===== src/design/rcc_pkg.sv =====
// Shared types, constants and the step expectation lookup for the rail calibration checker.
`timescale 1ns / 1ps
`default_nettype none

package rcc_pkg;

    localparam int MAX_STEPS         = 32;
    localparam int IDX_W             = $clog2(MAX_STEPS);
    localparam int STEP_W            = IDX_W + 1;
    localparam int FIRST_GROUP_SIZE  = 16;
    localparam int SECOND_GROUP_SIZE = 8;
    localparam int SAMPLE_W          = 16;
    localparam int SUM_W             = 21;
    localparam int CNT_W             = 6;
    localparam int STEP_IDX_W        = 5;
    localparam int DIV_CNT_W         = $clog2(SUM_W);
    localparam int CFG_ADDR_W        = 2;
    localparam int IN_TDATA_W        = 16;
    localparam int OUT_TDATA_W       = 40;

    typedef enum logic [1:0] {
        EXP_NONE,
        EXP_HIGH,
        EXP_LOW,
        EXP_MID
    } t_expect;

    typedef enum logic [CFG_ADDR_W-1:0] {
        CFG_TIE_SPREAD,
        CFG_RAIL_FLOOR,
        CFG_RAIL_MARGIN,
        CFG_MID_MARGIN
    } t_cfg_idx;

    typedef enum logic [2:0] {
        ST_ACC,
        ST_DIV_GO,
        ST_DIV_WAIT,
        ST_CALC,
        ST_READ,
        ST_EMIT
    } t_state;

    typedef struct packed {
        logic in_ready;
        logic div_start;
        logic calc;
        logic out_load;
        logic idx_inc;
        logic clear;
    } t_cmd;

    typedef struct packed {
        logic in_fire;
        logic in_last;
        logic div_done;
        logic emit_last;
        logic out_free;
    } t_stat;

    localparam t_expect FIRST_TABLE [FIRST_GROUP_SIZE] = '{
        EXP_NONE, EXP_HIGH, EXP_NONE, EXP_LOW,
        EXP_NONE, EXP_HIGH, EXP_NONE, EXP_LOW,
        EXP_MID,  EXP_MID,  EXP_LOW,  EXP_LOW,
        EXP_LOW,  EXP_LOW,  EXP_LOW,  EXP_LOW
    };

    localparam t_expect SECOND_TABLE [SECOND_GROUP_SIZE] = '{
        EXP_NONE, EXP_HIGH, EXP_NONE, EXP_LOW,
        EXP_NONE, EXP_HIGH, EXP_MID,  EXP_LOW
    };

    function automatic t_expect expect_of(input logic [STEP_W-1:0] step);
        t_expect e;
        if (step < STEP_W'(FIRST_GROUP_SIZE)) begin
            e = FIRST_TABLE[step[3:0]];
        end else if (step < STEP_W'(FIRST_GROUP_SIZE + SECOND_GROUP_SIZE)) begin
            e = SECOND_TABLE[step[2:0]];
        end else begin
            e = EXP_NONE;
        end
        return e;
    endfunction

endpackage

`default_nettype wire


===== src/design/rcc_div.sv =====
// Restoring divider, one quotient bit per cycle: rail sum over reading count.
`timescale 1ns / 1ps
`default_nettype none

module rcc_div
    import rcc_pkg::*;
(
    input  wire logic             i_clk,
    input  wire logic             i_rst_n,
    input  wire logic             i_start,
    input  wire logic [SUM_W-1:0] i_dividend,
    input  wire logic [CNT_W-1:0] i_divisor,
    output logic                  o_done,
    output logic      [SUM_W-1:0] o_quotient
);

    logic                 r_busy, n_busy;
    logic [DIV_CNT_W-1:0] r_cnt, n_cnt;
    logic [SUM_W-1:0]     r_quo, n_quo;
    logic [CNT_W-1:0]     r_rem, n_rem;
    logic [CNT_W-1:0]     r_div, n_div;
    logic [CNT_W:0]       trial;
    logic                 ge;

    always_comb begin
        trial  = {r_rem, r_quo[SUM_W-1]};
        ge     = trial >= {1'b0, r_div};
        n_busy = r_busy;
        n_cnt  = r_cnt;
        n_quo  = r_quo;
        n_rem  = r_rem;
        n_div  = r_div;
        o_done = r_busy && (r_cnt == DIV_CNT_W'(SUM_W - 1));
        if (i_start) begin
            n_busy = 1'b1;
            n_cnt  = '0;
            n_quo  = i_dividend;
            n_rem  = '0;
            n_div  = i_divisor;
        end else if (r_busy) begin
            n_quo = {r_quo[SUM_W-2:0], ge};
            n_rem = ge ? CNT_W'(trial - {1'b0, r_div}) : trial[CNT_W-1:0];
            n_cnt = r_cnt + 1'b1;
            if (o_done) begin
                n_busy = 1'b0;
            end
        end
    end

    always_ff @(posedge i_clk) begin
        if (!i_rst_n) begin
            r_busy <= 1'b0;
            r_cnt  <= '0;
        end else begin
            r_busy <= n_busy;
            r_cnt  <= n_cnt;
        end
        r_quo <= n_quo;
        r_rem <= n_rem;
        r_div <= n_div;
    end

    assign o_quotient = r_quo;

endmodule

`default_nettype wire


===== src/design/rcc_datapath.sv =====
// Datapath: config registers, reading store, rail statistics, level division and verdicts.
`timescale 1ns / 1ps
`default_nettype none

module rcc_datapath
    import rcc_pkg::*;
(
    input  wire logic                   i_clk,
    input  wire logic                   i_rst_n,
    input  wire t_cmd                   i_cmd,
    output t_stat                       o_stat,
    input  wire logic                   i_cfg_we,
    input  wire logic [CFG_ADDR_W-1:0]  i_cfg_addr,
    input  wire logic [SAMPLE_W-1:0]    i_cfg_data,
    input  wire logic                   i_in_valid,
    input  wire logic [SAMPLE_W-1:0]    i_sample,
    input  wire logic                   i_final_step,
    input  wire logic                   i_out_ready,
    output logic                        o_out_valid,
    output logic [OUT_TDATA_W-1:0]      o_out_data,
    output logic                        o_out_last
);

    logic [SAMPLE_W-1:0] r_tie_spread, r_rail_floor, r_rail_margin, r_mid_margin;

    logic [SAMPLE_W-1:0] r_mem [MAX_STEPS];
    logic [SAMPLE_W-1:0] r_rd_data;

    logic [STEP_W-1:0]   r_step_count;
    logic [SUM_W-1:0]    r_high_sum, r_low_sum;
    logic [CNT_W-1:0]    r_high_count, r_low_count;
    logic [SAMPLE_W-1:0] r_high_min, r_high_max, r_low_min, r_low_max;
    logic [IDX_W-1:0]    r_idx;

    logic [SAMPLE_W-1:0] r_zero, r_rail;
    logic                r_valid;

    logic                r_out_valid;
    logic [OUT_TDATA_W-1:0] r_out_data;
    logic                r_out_last;

    logic                in_fire, store_en;
    t_expect             acc_exp, emit_exp;
    logic                low_done, high_done;
    logic [SUM_W-1:0]    low_quo, high_quo;
    logic                have_both;
    logic [SAMPLE_W-1:0] n_zero, n_rail;
    logic                n_valid;
    logic [SAMPLE_W:0]   x_plus_rm, z_plus_rm, x_plus_mm, mid_plus_mm;
    logic [SAMPLE_W:0]   level_sum;
    logic [SAMPLE_W-1:0] mid;
    logic                pass;
    logic                emit_last;

    assign in_fire  = i_in_valid && i_cmd.in_ready;
    assign store_en = in_fire && (r_step_count < STEP_W'(MAX_STEPS));
    assign acc_exp  = expect_of(r_step_count);

    always_ff @(posedge i_clk) begin
        if (!i_rst_n) begin
            r_tie_spread  <= 16'd64;
            r_rail_floor  <= 16'd60000;
            r_rail_margin <= 16'd512;
            r_mid_margin  <= 16'd2048;
        end else if (i_cfg_we) begin
            unique case (t_cfg_idx'(i_cfg_addr))
                CFG_TIE_SPREAD:  r_tie_spread  <= i_cfg_data;
                CFG_RAIL_FLOOR:  r_rail_floor  <= i_cfg_data;
                CFG_RAIL_MARGIN: r_rail_margin <= i_cfg_data;
                CFG_MID_MARGIN:  r_mid_margin  <= i_cfg_data;
                default: ;
            endcase
        end
    end

    always_ff @(posedge i_clk) begin
        if (store_en) begin
            r_mem[r_step_count[IDX_W-1:0]] <= i_sample;
        end
        r_rd_data <= r_mem[r_idx];
    end

    always_ff @(posedge i_clk) begin
        if (!i_rst_n || i_cmd.clear) begin
            r_step_count <= '0;
            r_high_sum   <= '0;
            r_low_sum    <= '0;
            r_high_count <= '0;
            r_low_count  <= '0;
            r_high_min   <= '1;
            r_high_max   <= '0;
            r_low_min    <= '1;
            r_low_max    <= '0;
            r_idx        <= '0;
        end else begin
            if (store_en) begin
                r_step_count <= r_step_count + 1'b1;
                if (acc_exp == EXP_HIGH) begin
                    r_high_sum   <= r_high_sum + SUM_W'(i_sample);
                    r_high_count <= r_high_count + 1'b1;
                    if (i_sample < r_high_min) r_high_min <= i_sample;
                    if (i_sample > r_high_max) r_high_max <= i_sample;
                end else if (acc_exp == EXP_LOW) begin
                    r_low_sum   <= r_low_sum + SUM_W'(i_sample);
                    r_low_count <= r_low_count + 1'b1;
                    if (i_sample < r_low_min) r_low_min <= i_sample;
                    if (i_sample > r_low_max) r_low_max <= i_sample;
                end
            end
            if (i_cmd.idx_inc) begin
                r_idx <= r_idx + 1'b1;
            end
        end
    end

    rcc_div u_low_div (
        .i_clk      (i_clk),
        .i_rst_n    (i_rst_n),
        .i_start    (i_cmd.div_start),
        .i_dividend (r_low_sum),
        .i_divisor  (r_low_count),
        .o_done     (low_done),
        .o_quotient (low_quo)
    );

    rcc_div u_high_div (
        .i_clk      (i_clk),
        .i_rst_n    (i_rst_n),
        .i_start    (i_cmd.div_start),
        .i_dividend (r_high_sum),
        .i_divisor  (r_high_count),
        .o_done     (high_done),
        .o_quotient (high_quo)
    );

    // levels and span validity, registered once per scan
    always_comb begin
        have_both = (r_high_count != '0) && (r_low_count != '0);
        n_zero    = have_both ? low_quo[SAMPLE_W-1:0]  : '0;
        n_rail    = have_both ? high_quo[SAMPLE_W-1:0] : '0;
        n_valid   = have_both
                 && ((r_high_max - r_high_min) <= r_tie_spread)
                 && ((r_low_max - r_low_min) <= r_tie_spread)
                 && (n_rail >= r_rail_floor)
                 && (n_zero <= r_rail_margin)
                 && (n_rail > n_zero);
    end

    always_ff @(posedge i_clk) begin
        if (i_cmd.calc) begin
            r_zero  <= n_zero;
            r_rail  <= n_rail;
            r_valid <= n_valid;
        end
    end

    // per-step verdict; comparisons rearranged to stay unsigned
    always_comb begin
        emit_exp    = expect_of({1'b0, r_idx});
        level_sum   = {1'b0, r_zero} + {1'b0, r_rail};
        mid         = level_sum[SAMPLE_W:1];
        x_plus_rm   = {1'b0, r_rd_data} + {1'b0, r_rail_margin};
        z_plus_rm   = {1'b0, r_zero} + {1'b0, r_rail_margin};
        x_plus_mm   = {1'b0, r_rd_data} + {1'b0, r_mid_margin};
        mid_plus_mm = {1'b0, mid} + {1'b0, r_mid_margin};
        case (emit_exp)
            EXP_NONE: pass = 1'b1;
            EXP_LOW:  pass = r_valid && ({1'b0, r_rd_data} <= z_plus_rm);
            EXP_HIGH: pass = r_valid && (x_plus_rm >= {1'b0, r_rail});
            default:  pass = r_valid && (x_plus_mm >= {1'b0, mid})
                          && ({1'b0, r_rd_data} <= mid_plus_mm);
        endcase
        emit_last = (STEP_W'(r_idx) + 1'b1) == r_step_count;
    end

    always_ff @(posedge i_clk) begin
        if (!i_rst_n) begin
            r_out_valid <= 1'b0;
        end else if (i_cmd.out_load) begin
            r_out_valid <= 1'b1;
        end else if (i_out_ready) begin
            r_out_valid <= 1'b0;
        end
        if (i_cmd.out_load) begin
            r_out_data <= {1'b0, r_valid, r_rail, r_zero, pass, STEP_IDX_W'(r_idx)};
            r_out_last <= emit_last;
        end
    end

    assign o_out_valid = r_out_valid;
    assign o_out_data  = r_out_data;
    assign o_out_last  = r_out_last;

    assign o_stat.in_fire   = in_fire;
    assign o_stat.in_last   = i_final_step;
    assign o_stat.div_done  = low_done && high_done;
    assign o_stat.emit_last = emit_last;
    assign o_stat.out_free  = !r_out_valid || i_out_ready;

endmodule

`default_nettype wire


===== config.mk =====
export PLATFORM = sky130hd
export DESIGN_NAME = rcc_datapath
export DESIGN_NICKNAME = d
export VERILOG_FILES = /design/src/design/rcc_pkg.sv /design/src/design/rcc_div.sv /design/src/design/rcc_datapath.sv
export SDC_FILE = /design/constraint.sdc
export NUM_CORES = 2
export LEC_CHECK = 0
export ABC_AREA = 0
export BUFFER_PORTS_ARGS = -buffer_cell sky130_fd_sc_hd__buf_2
export CAP_MARGIN = 15
export CORE_MARGIN = 2
export CORE_UTILIZATION = 37
export DETAILED_ROUTE_END_ITERATION = 6
export GPL_TIMING_DRIVEN = 0
export PLACE_DENSITY = 0.55
export SYNTH_ARGS = -nofsm -noshare
export SYNTH_HDL_FRONTEND = slang
export SYNTH_SLANG_ARGS = --single-unit

===== constraint.sdc =====
create_clock -name i_clk -period 5.57 [get_ports i_clk]
set_clock_uncertainty 0.15 [all_clocks]
set_input_delay 0.557 -clock i_clk [delete_from_list [all_inputs] [get_ports i_clk]]
set_output_delay 0.557 -clock i_clk [all_outputs]
set_load 0.02 [all_outputs]

Yosys cells after proc, flatten, opt, wreduce, memory -nomap -nowiden
Memories as Yosys holds them, arrays and structs flattened. A register that Yosys moved wholly into a read port is not among the register bits.
Cells that the tools add are included.
{ "classes": {"eq_ne": 10, "n_mux": 31, "add_sub_neg": 18, "n_reduce_logical": 37, "bitwise_logic": 6, "order_cmp": 24} }
{ "ops": {"columns": ["op", "n"], "rows": [
  ["16-bit by 16-bit adder with 17-bit output", 5],
  ["21-bit two-way mux", 4],
  ["16-bit > comparator", 3],
  ["16-bit <= comparator", 3],
  ["21-bit by 16-bit adder with 21-bit output", 2],
  ["17-bit by 16-bit greater-or-equal comparator with 1-bit output", 2],
  ["16-bit by 17-bit <= comparator with 1-bit output", 2],
  ["16-bit < comparator", 2],
  ["16-bit two-way mux", 2],
  ["16-bit subtractor", 2],
  ["2-bit two-way mux", 12],
  ["6-bit by 1-bit adder with 6-bit output, second input constant", 3],
  ["16-bit greater-or-equal comparator", 1],
  ["5-bit by 1-bit adder with 5-bit output, second input constant", 3],
  ["1-bit logical AND", 15],
  ["7-bit by 6-bit greater-or-equal comparator with 1-bit output", 2],
  ["6-bit by 5-bit < comparator with 1-bit output, second input constant", 2],
  ["6-bit two-way mux", 2],
  ["6-bit nonzero test", 2],
  ["6-bit subtractor", 2],
  ["5-bit equality test, second input constant", 2],
  ["5-bit greater-or-equal comparator, second input constant", 2],
  ["5-bit < comparator, second input constant", 2],
  ["1-bit two-way mux", 10],
  ["other kinds (18)", 39]
]} }
{ "word_totals": {"mem_count": 5, "reg_bits": 345, "mem_bits_ro": 96, "mem_bits_rw": 512, "word_cells": 161} }
{ "mem_list": {"columns": ["name", "depth", "word_bits", "read_ports", "rd_ports_with_merged_regs", "wr", "line", "text"], "rows": [
  ["r_mem", 32, 16, 1, 1, 1, "rcc_datapath.sv:26", "logic [SAMPLE_W-1:0] r_mem [MAX_STEPS];"],
  ["(name not given)", 16, 2, 1, 0, 0, "rcc_pkg.sv:76", "e = FIRST_TABLE[step[3:0]];"],
  ["(name not given)", 16, 2, 1, 0, 0, "rcc_pkg.sv:76", null],
  ["(name not given)", 8, 2, 1, 0, 0, "rcc_pkg.sv:78", "e = SECOND_TABLE[step[2:0]];"],
  ["(name not given)", 8, 2, 1, 0, 0, "rcc_pkg.sv:78", null]
]} }

Depth between registers and ports, before layout
{ "logic_depth": {"ltp_word": 9, "depth_mapped": 24, "depth_no_buf": 24} }

Hierarchy
Synthesis repeated with hierarchy kept, for this count alone.
{ "hier_totals": {"cells_unflattened": 3614, "area_unflattened_um2": 44803.0} }
{ "modules_own_cells": {"columns": ["module", "cells_each", "instances", "area_per_inst_um2", "seq_area_each_um2"], "rows": [
  ["rcc_datapath", 3306, 1, 40956.8, 21770.9],
  ["rcc_div", 154, 2, 1923.1, 1051.0]
]} }

Worst setup path after synthesis
Ideal clock, no wire load.
{ "synth_timing": {"kind": "register to register", "from": "register r_zero[2]", "to": "register r_out_data[5], in the netlist o_out_data[5], data pin", "synth_period_minus_slack_ns": 4.712, "stages_incl_launch_ff": 22, "path_slack_ns": 0.858, "setup_time_ns": 0.270, "arrival_time_ns": 4.292, "path_cell_list": "edfxtp_1 > ha_1 > a21oi_1 > a21oi_1 > o31a_1 > or2_2 > xor2_1 > ha_1 > nand3_1 > o31ai_1 > nor4_1 > o41ai_1 > a21o_1 > a21oi_1 > xor2_1 > ha_1 > nor2_1 > a211o_1 > a31oi_1 > o31ai_1 > a31oi_1 > o22ai_1"} }
{ "synth_via": {"elab_chain_cells": 5} }
{ "synth_lines": {"columns": ["element", "line", "text"], "rows": [
  ["start, declared", "rcc_datapath.sv:35", "logic [SAMPLE_W-1:0] r_zero, r_rail;"],
  ["start signal, assigned", "rcc_datapath.sv:151", "r_zero <= n_zero;"],
  ["16-bit by 16-bit adder with 17-bit output", "rcc_datapath.sv:160", "level_sum = {1'b0, r_zero} + {1'b0, r_rail};"],
  ["16-bit by 16-bit adder with 17-bit output or 17-bit by 16-bit greater-or-equal comparator with 1-bit output (tied branches)", "rcc_datapath.sv:165, rcc_datapath.sv:170", null],
  ["16-bit by 17-bit <= comparator with 1-bit output or 1-bit logical AND (tied branches)", "rcc_datapath.sv:171, rcc_datapath.sv:170", null],
  ["1-bit logical AND", "rcc_datapath.sv:171", "&& ({1'b0, r_rd_data} <= mid_plus_mm);"],
  ["1-bit one-hot mux with 3 select lines (*)", "rcc_datapath.sv:166", "case (emit_exp)"],
  ["named net pass", "rcc_datapath.sv:52", "logic pass;"],
  ["end signal, assigned", "rcc_datapath.sv:185", "r_out_data <= {1'b0, r_valid, r_rail, r_zero, pass, STEP_IDX_W'(r_idx)};"],
  ["end, declared", "rcc_datapath.sv:39", "logic [OUT_TDATA_W-1:0] r_out_data;"]
]} }
Mark *: on every way through the listed nets, which the timed path passes. The rest lies on a longest branch.
A chain may end at the register's enable or synchronous reset.

Worst setup path after layout
{ "layout_timing": {"from": "register r_zero[1]", "to": "register r_out_data[5], in the netlist o_out_data[5], data pin"} }
Same word-level chain as after synthesis.

==> flow_metrics.tcl <==
set metrics [dict create \
    outcome "finished clean" \
    ys_ff_latch 873 \
    route.detailed.drc 0 \
    cts_tree "built" \
    synth_top_area_share_pct 43.1 \
    ant_nets 0 \
    synthTopCellsByArea "edfxtp_1 (43%), ha_1 (11%), dfxtp_1 (11%), mux4_2 (6.4%), nand2_1 (2.3%)" \
    area_delta_synth_final_pct 14.5 \
    synth_cells 3593 \
    row_count 127 \
    criticalPathCategory "register to register" \
    finalCritPeriodShare_pct 96.0 \
    synth_most_common_cell "edfxtp_1" \
    synthTopCellsByCount "edfxtp_1 (639), ha_1 (378), nand2_1 (277), inv_1 (245)" \
    critPathArrivalTime_ps 5590 \
    holdWs_ps 80.1 \
    grt.overflow.total 0 \
    final_nets 4254 \
    setup-violations-final 0 \
    grt_pass1_wl_um 188000 \
    floorplan.initialDensity_pct 37.2 \
    drv_cap 0 \
    drive_gt1_share_pct 14.7 \
    peakVddDrop_v 0.000223 \
    power_frac_seq_pct 48.7 \
    cp_cell_sequence "inv_1, fa_2, nor2b_1, o31a_1, o211ai_1, buf_4, a21oi_2, nor2_1, a211o_1, xnor2_2, ha_4, nand2_1, o41ai_4, a21o_1, a21oi_1, xor2_1, ha_1, nor2_1, a211o_1, a31oi_1, o31ai_1, a31oi_1, o22ai_2" \
    grt_pass1_vias 28600 \
    cts-root-buf "clkbuf_16" \
    synthesis.area_um2 44600 \
    die_height_um 351 \
    port_buffers 89 \
    dp_cells 5326 \
    ys.flop_type "edfxtp_1" \
    reg2reg_depth 23 \
    async_reset_ff_share_pct 0 \
    clock_latency_ps 700 \
    dr_wl_met2_um 58300 \
    p_sw_share_pct 24.8 \
    vias 29400 \
    cts.sinks 873 \
    slowest_stage "edfxtp_1" \
    slowest_delay_ps 490 \
    power_mw 14.7 \
    finalMaxSlewViolations 0 \
    finalNonFillerCells 5514 \
    via_per_inst 5.33 \
    synth-warning-count 0 \
    synth_cell_types 83 \
    power_density_nw_per_um2 289 \
    die-width_um 351 \
    combPwrFrac_pct 9.5 \
    hold_class "input pin to register" \
    synth_area_leader_cell "edfxtp_1" \
    met3WireLength_um 6490 \
    cts_buffer_depth 3 \
    synth_edf_count 639 \
    groute.usage.overall_pct 20.7 \
    cp_max_fo 5 \
    power.switching_mw 3.66 \
    finalHoldViolCount 0 \
    syn_area_per_cell_um2 12.4 \
    core_area_um2 120000 \
    power.leakage_nw 19.0 \
    highest-signal-layer "met4" \
    wl_met1_um 60300 \
    fin_setup_tns_ps 0 \
    routedWlPerCell_um 23.2 \
    drtIter0Drc 2393 \
    fmax_ghz 0.187 \
    yosysSeqAreaShare_pct 53.6 \
    htree_levels 3 \
    grt_max_degree 44 \
    clk_pin_slew_worst_paths_ps 60 \
    place_hpwl_um 91600 \
    start_kind "register" \
    gp_congestion 0.861 \
    p_int_mw 11.1 \
    fp.dieArea_um2 123000 \
    antenna_found_initial 5 \
    fin_crit_ps 5350 \
    maxSlewHeadroom_pct 21.0 \
    pwr-share-clk_pct 41.8 \
    worst_pin_slew_ps 1180 \
    cp-end-kind "register" \
    cp.required_ps 5810 \
    syn_nets 4028 \
    io_pins 93 \
    drt-total-wl_um 128000 \
    cts_buffers 95 \
    dr.pass1.iters 6 \
    hold_path_depth 3 \
]
-- path summary, 6_finish.rpt --
kind	start	end	slack [ps]
hold reg to reg	r_rail_floor[12]	r_rail_floor[12]	320
setup reg to reg	r_zero[1]	o_out_data[5]	220
setup / recovery	r_zero[1]	o_out_data[5]	220
hold / removal	i_cfg_data[3]	r_rail_margin[3]	80
-- metrics by stage --
| step | instance area, µm² | setup slack (ps) | util (%) |
|---|---|---|---|
| after floorplan | 44600 | 858 | - |
| after global placement | 47000 | -202 | 39.3 |
| after detailed placement | 47700 | -156 | 39.9 |
| after CTS | 50800 | 5.19 | 42.5 |
| after global routing | 51000 | -3.49 | 42.6 |
| final | 51000 | 224 | 42.6 |
-- layout by cell type (no fill, tap or decap), types with 13 or more instances in the layout --
cell         n
dfxtp_1    234
a31oi_1     23
a211oi_1    33
buf_8       20
ha_1       375
nand3_1     70
or3_1       17
nor2b_1     31
nor4_1      13
mux4_2     127
nand2_1    277
mux2_2      62
a21o_1      70
clkbuf_16   95
xor2_1      48
o21ai_0    109
mux2i_1     82
nand2b_1    31
clkbuf_1   107
a21oi_1    164
nand4_1     39
edfxtp_1   639
a21boi_0    56
buf_2      117
o211ai_1    48
inv_1      245
clkinv_2    17
or2_2       13
and3_1      23
o22ai_1     21
nor2_1     201
clkinv_1    17
nor3_1      42
o21bai_1    16
o21a_1      37
and2_1      27
buf_16      13
xnor2_1    104
nor2_2      33
-- repair_timing --
| item | CTS | global route |
|---|---|---|
| setup buffers | 0 | 4 |
| hold endpoints to repair | 2 | 0 |
| setup endpoints to repair | 1 | 1 |
| pin swaps | 0 | 7 |
| resized for setup | 3 | 24 |
| hold buffers | 2 | 0 |
-- worst max-delay path: cells and delay by family (launching register included) --
kind            cells  cell delay, ps
fa+ha+maj           3            1020
compound gates     12            2420
simple gates        4             350
flops               1             490
buf+inv             2             280
xor+xnor            2             350
-- cell type report --
type                            instances  area (µm²)
Antenna cell                            2        5.00
Buffer                                122         534
Clock buffer                          125        2490
Clock inverter                         53         522
Fill cell                           11100       68600
Inverter                              246         923
Multi-Input combinational cell       2352       19500
Sequential cell                       873       23900
Tap cell                             1612        2020
Timing Repair Buffer                  129        1170
-- routing by layer --
| metal | vias up | track usage (%) |
|---|---|---|
| met5 | - | 0 |
| met4 | 0 | 5.09 |
| met3 | 151 | 2.55 |
| met2 | 746 | 33.2 |
| met1 | 14600 | 29.7 |
| li1 | 13900 | - |
-- power by group through the flow --
| stage | logic (mW) | registers (mW) | clock network [mW] |
|---|---|---|---|
| 3_5_place_dp | 1.37 | 7.32 | 0 |
| 2_1_floorplan | 0.887 | 7.28 | 0 |
| 4_1_cts | 1.38 | 7.18 | 6.31 |
| 5_1_grt | 1.55 | 7.19 | 6.55 |
| 6_report | 1.40 | 7.18 | 6.17 |
| 3_3_place_gp | 1.35 | 7.32 | 0 |
-- flip-flops by register name, indices dropped and copies added, names as in the netlist, 21 cells and up --
name / flops
r_low_sum: 21
u_low_div.o_quotient: 21
u_high_div.o_quotient: 21
r_high_sum: 21
o_out_data: 39
r_mem: 512
-- cells by family (layout without fill, tap and decap cells) --
kind of cell    Yosys count  in the layout  share of synthesized area [%]
flops                   873            873                           53.6
simple gates            846            846                           8.86
compound gates          689            689                           10.3
fa+ha+maj               389            389                           11.1
buf+inv                 368            675                           3.27
mux                     271            271                           9.83
xor+xnor                156            156                           3.07
other cells               1              3                        0.00842
No activity file was read; power rests on OpenSTA's default activity.
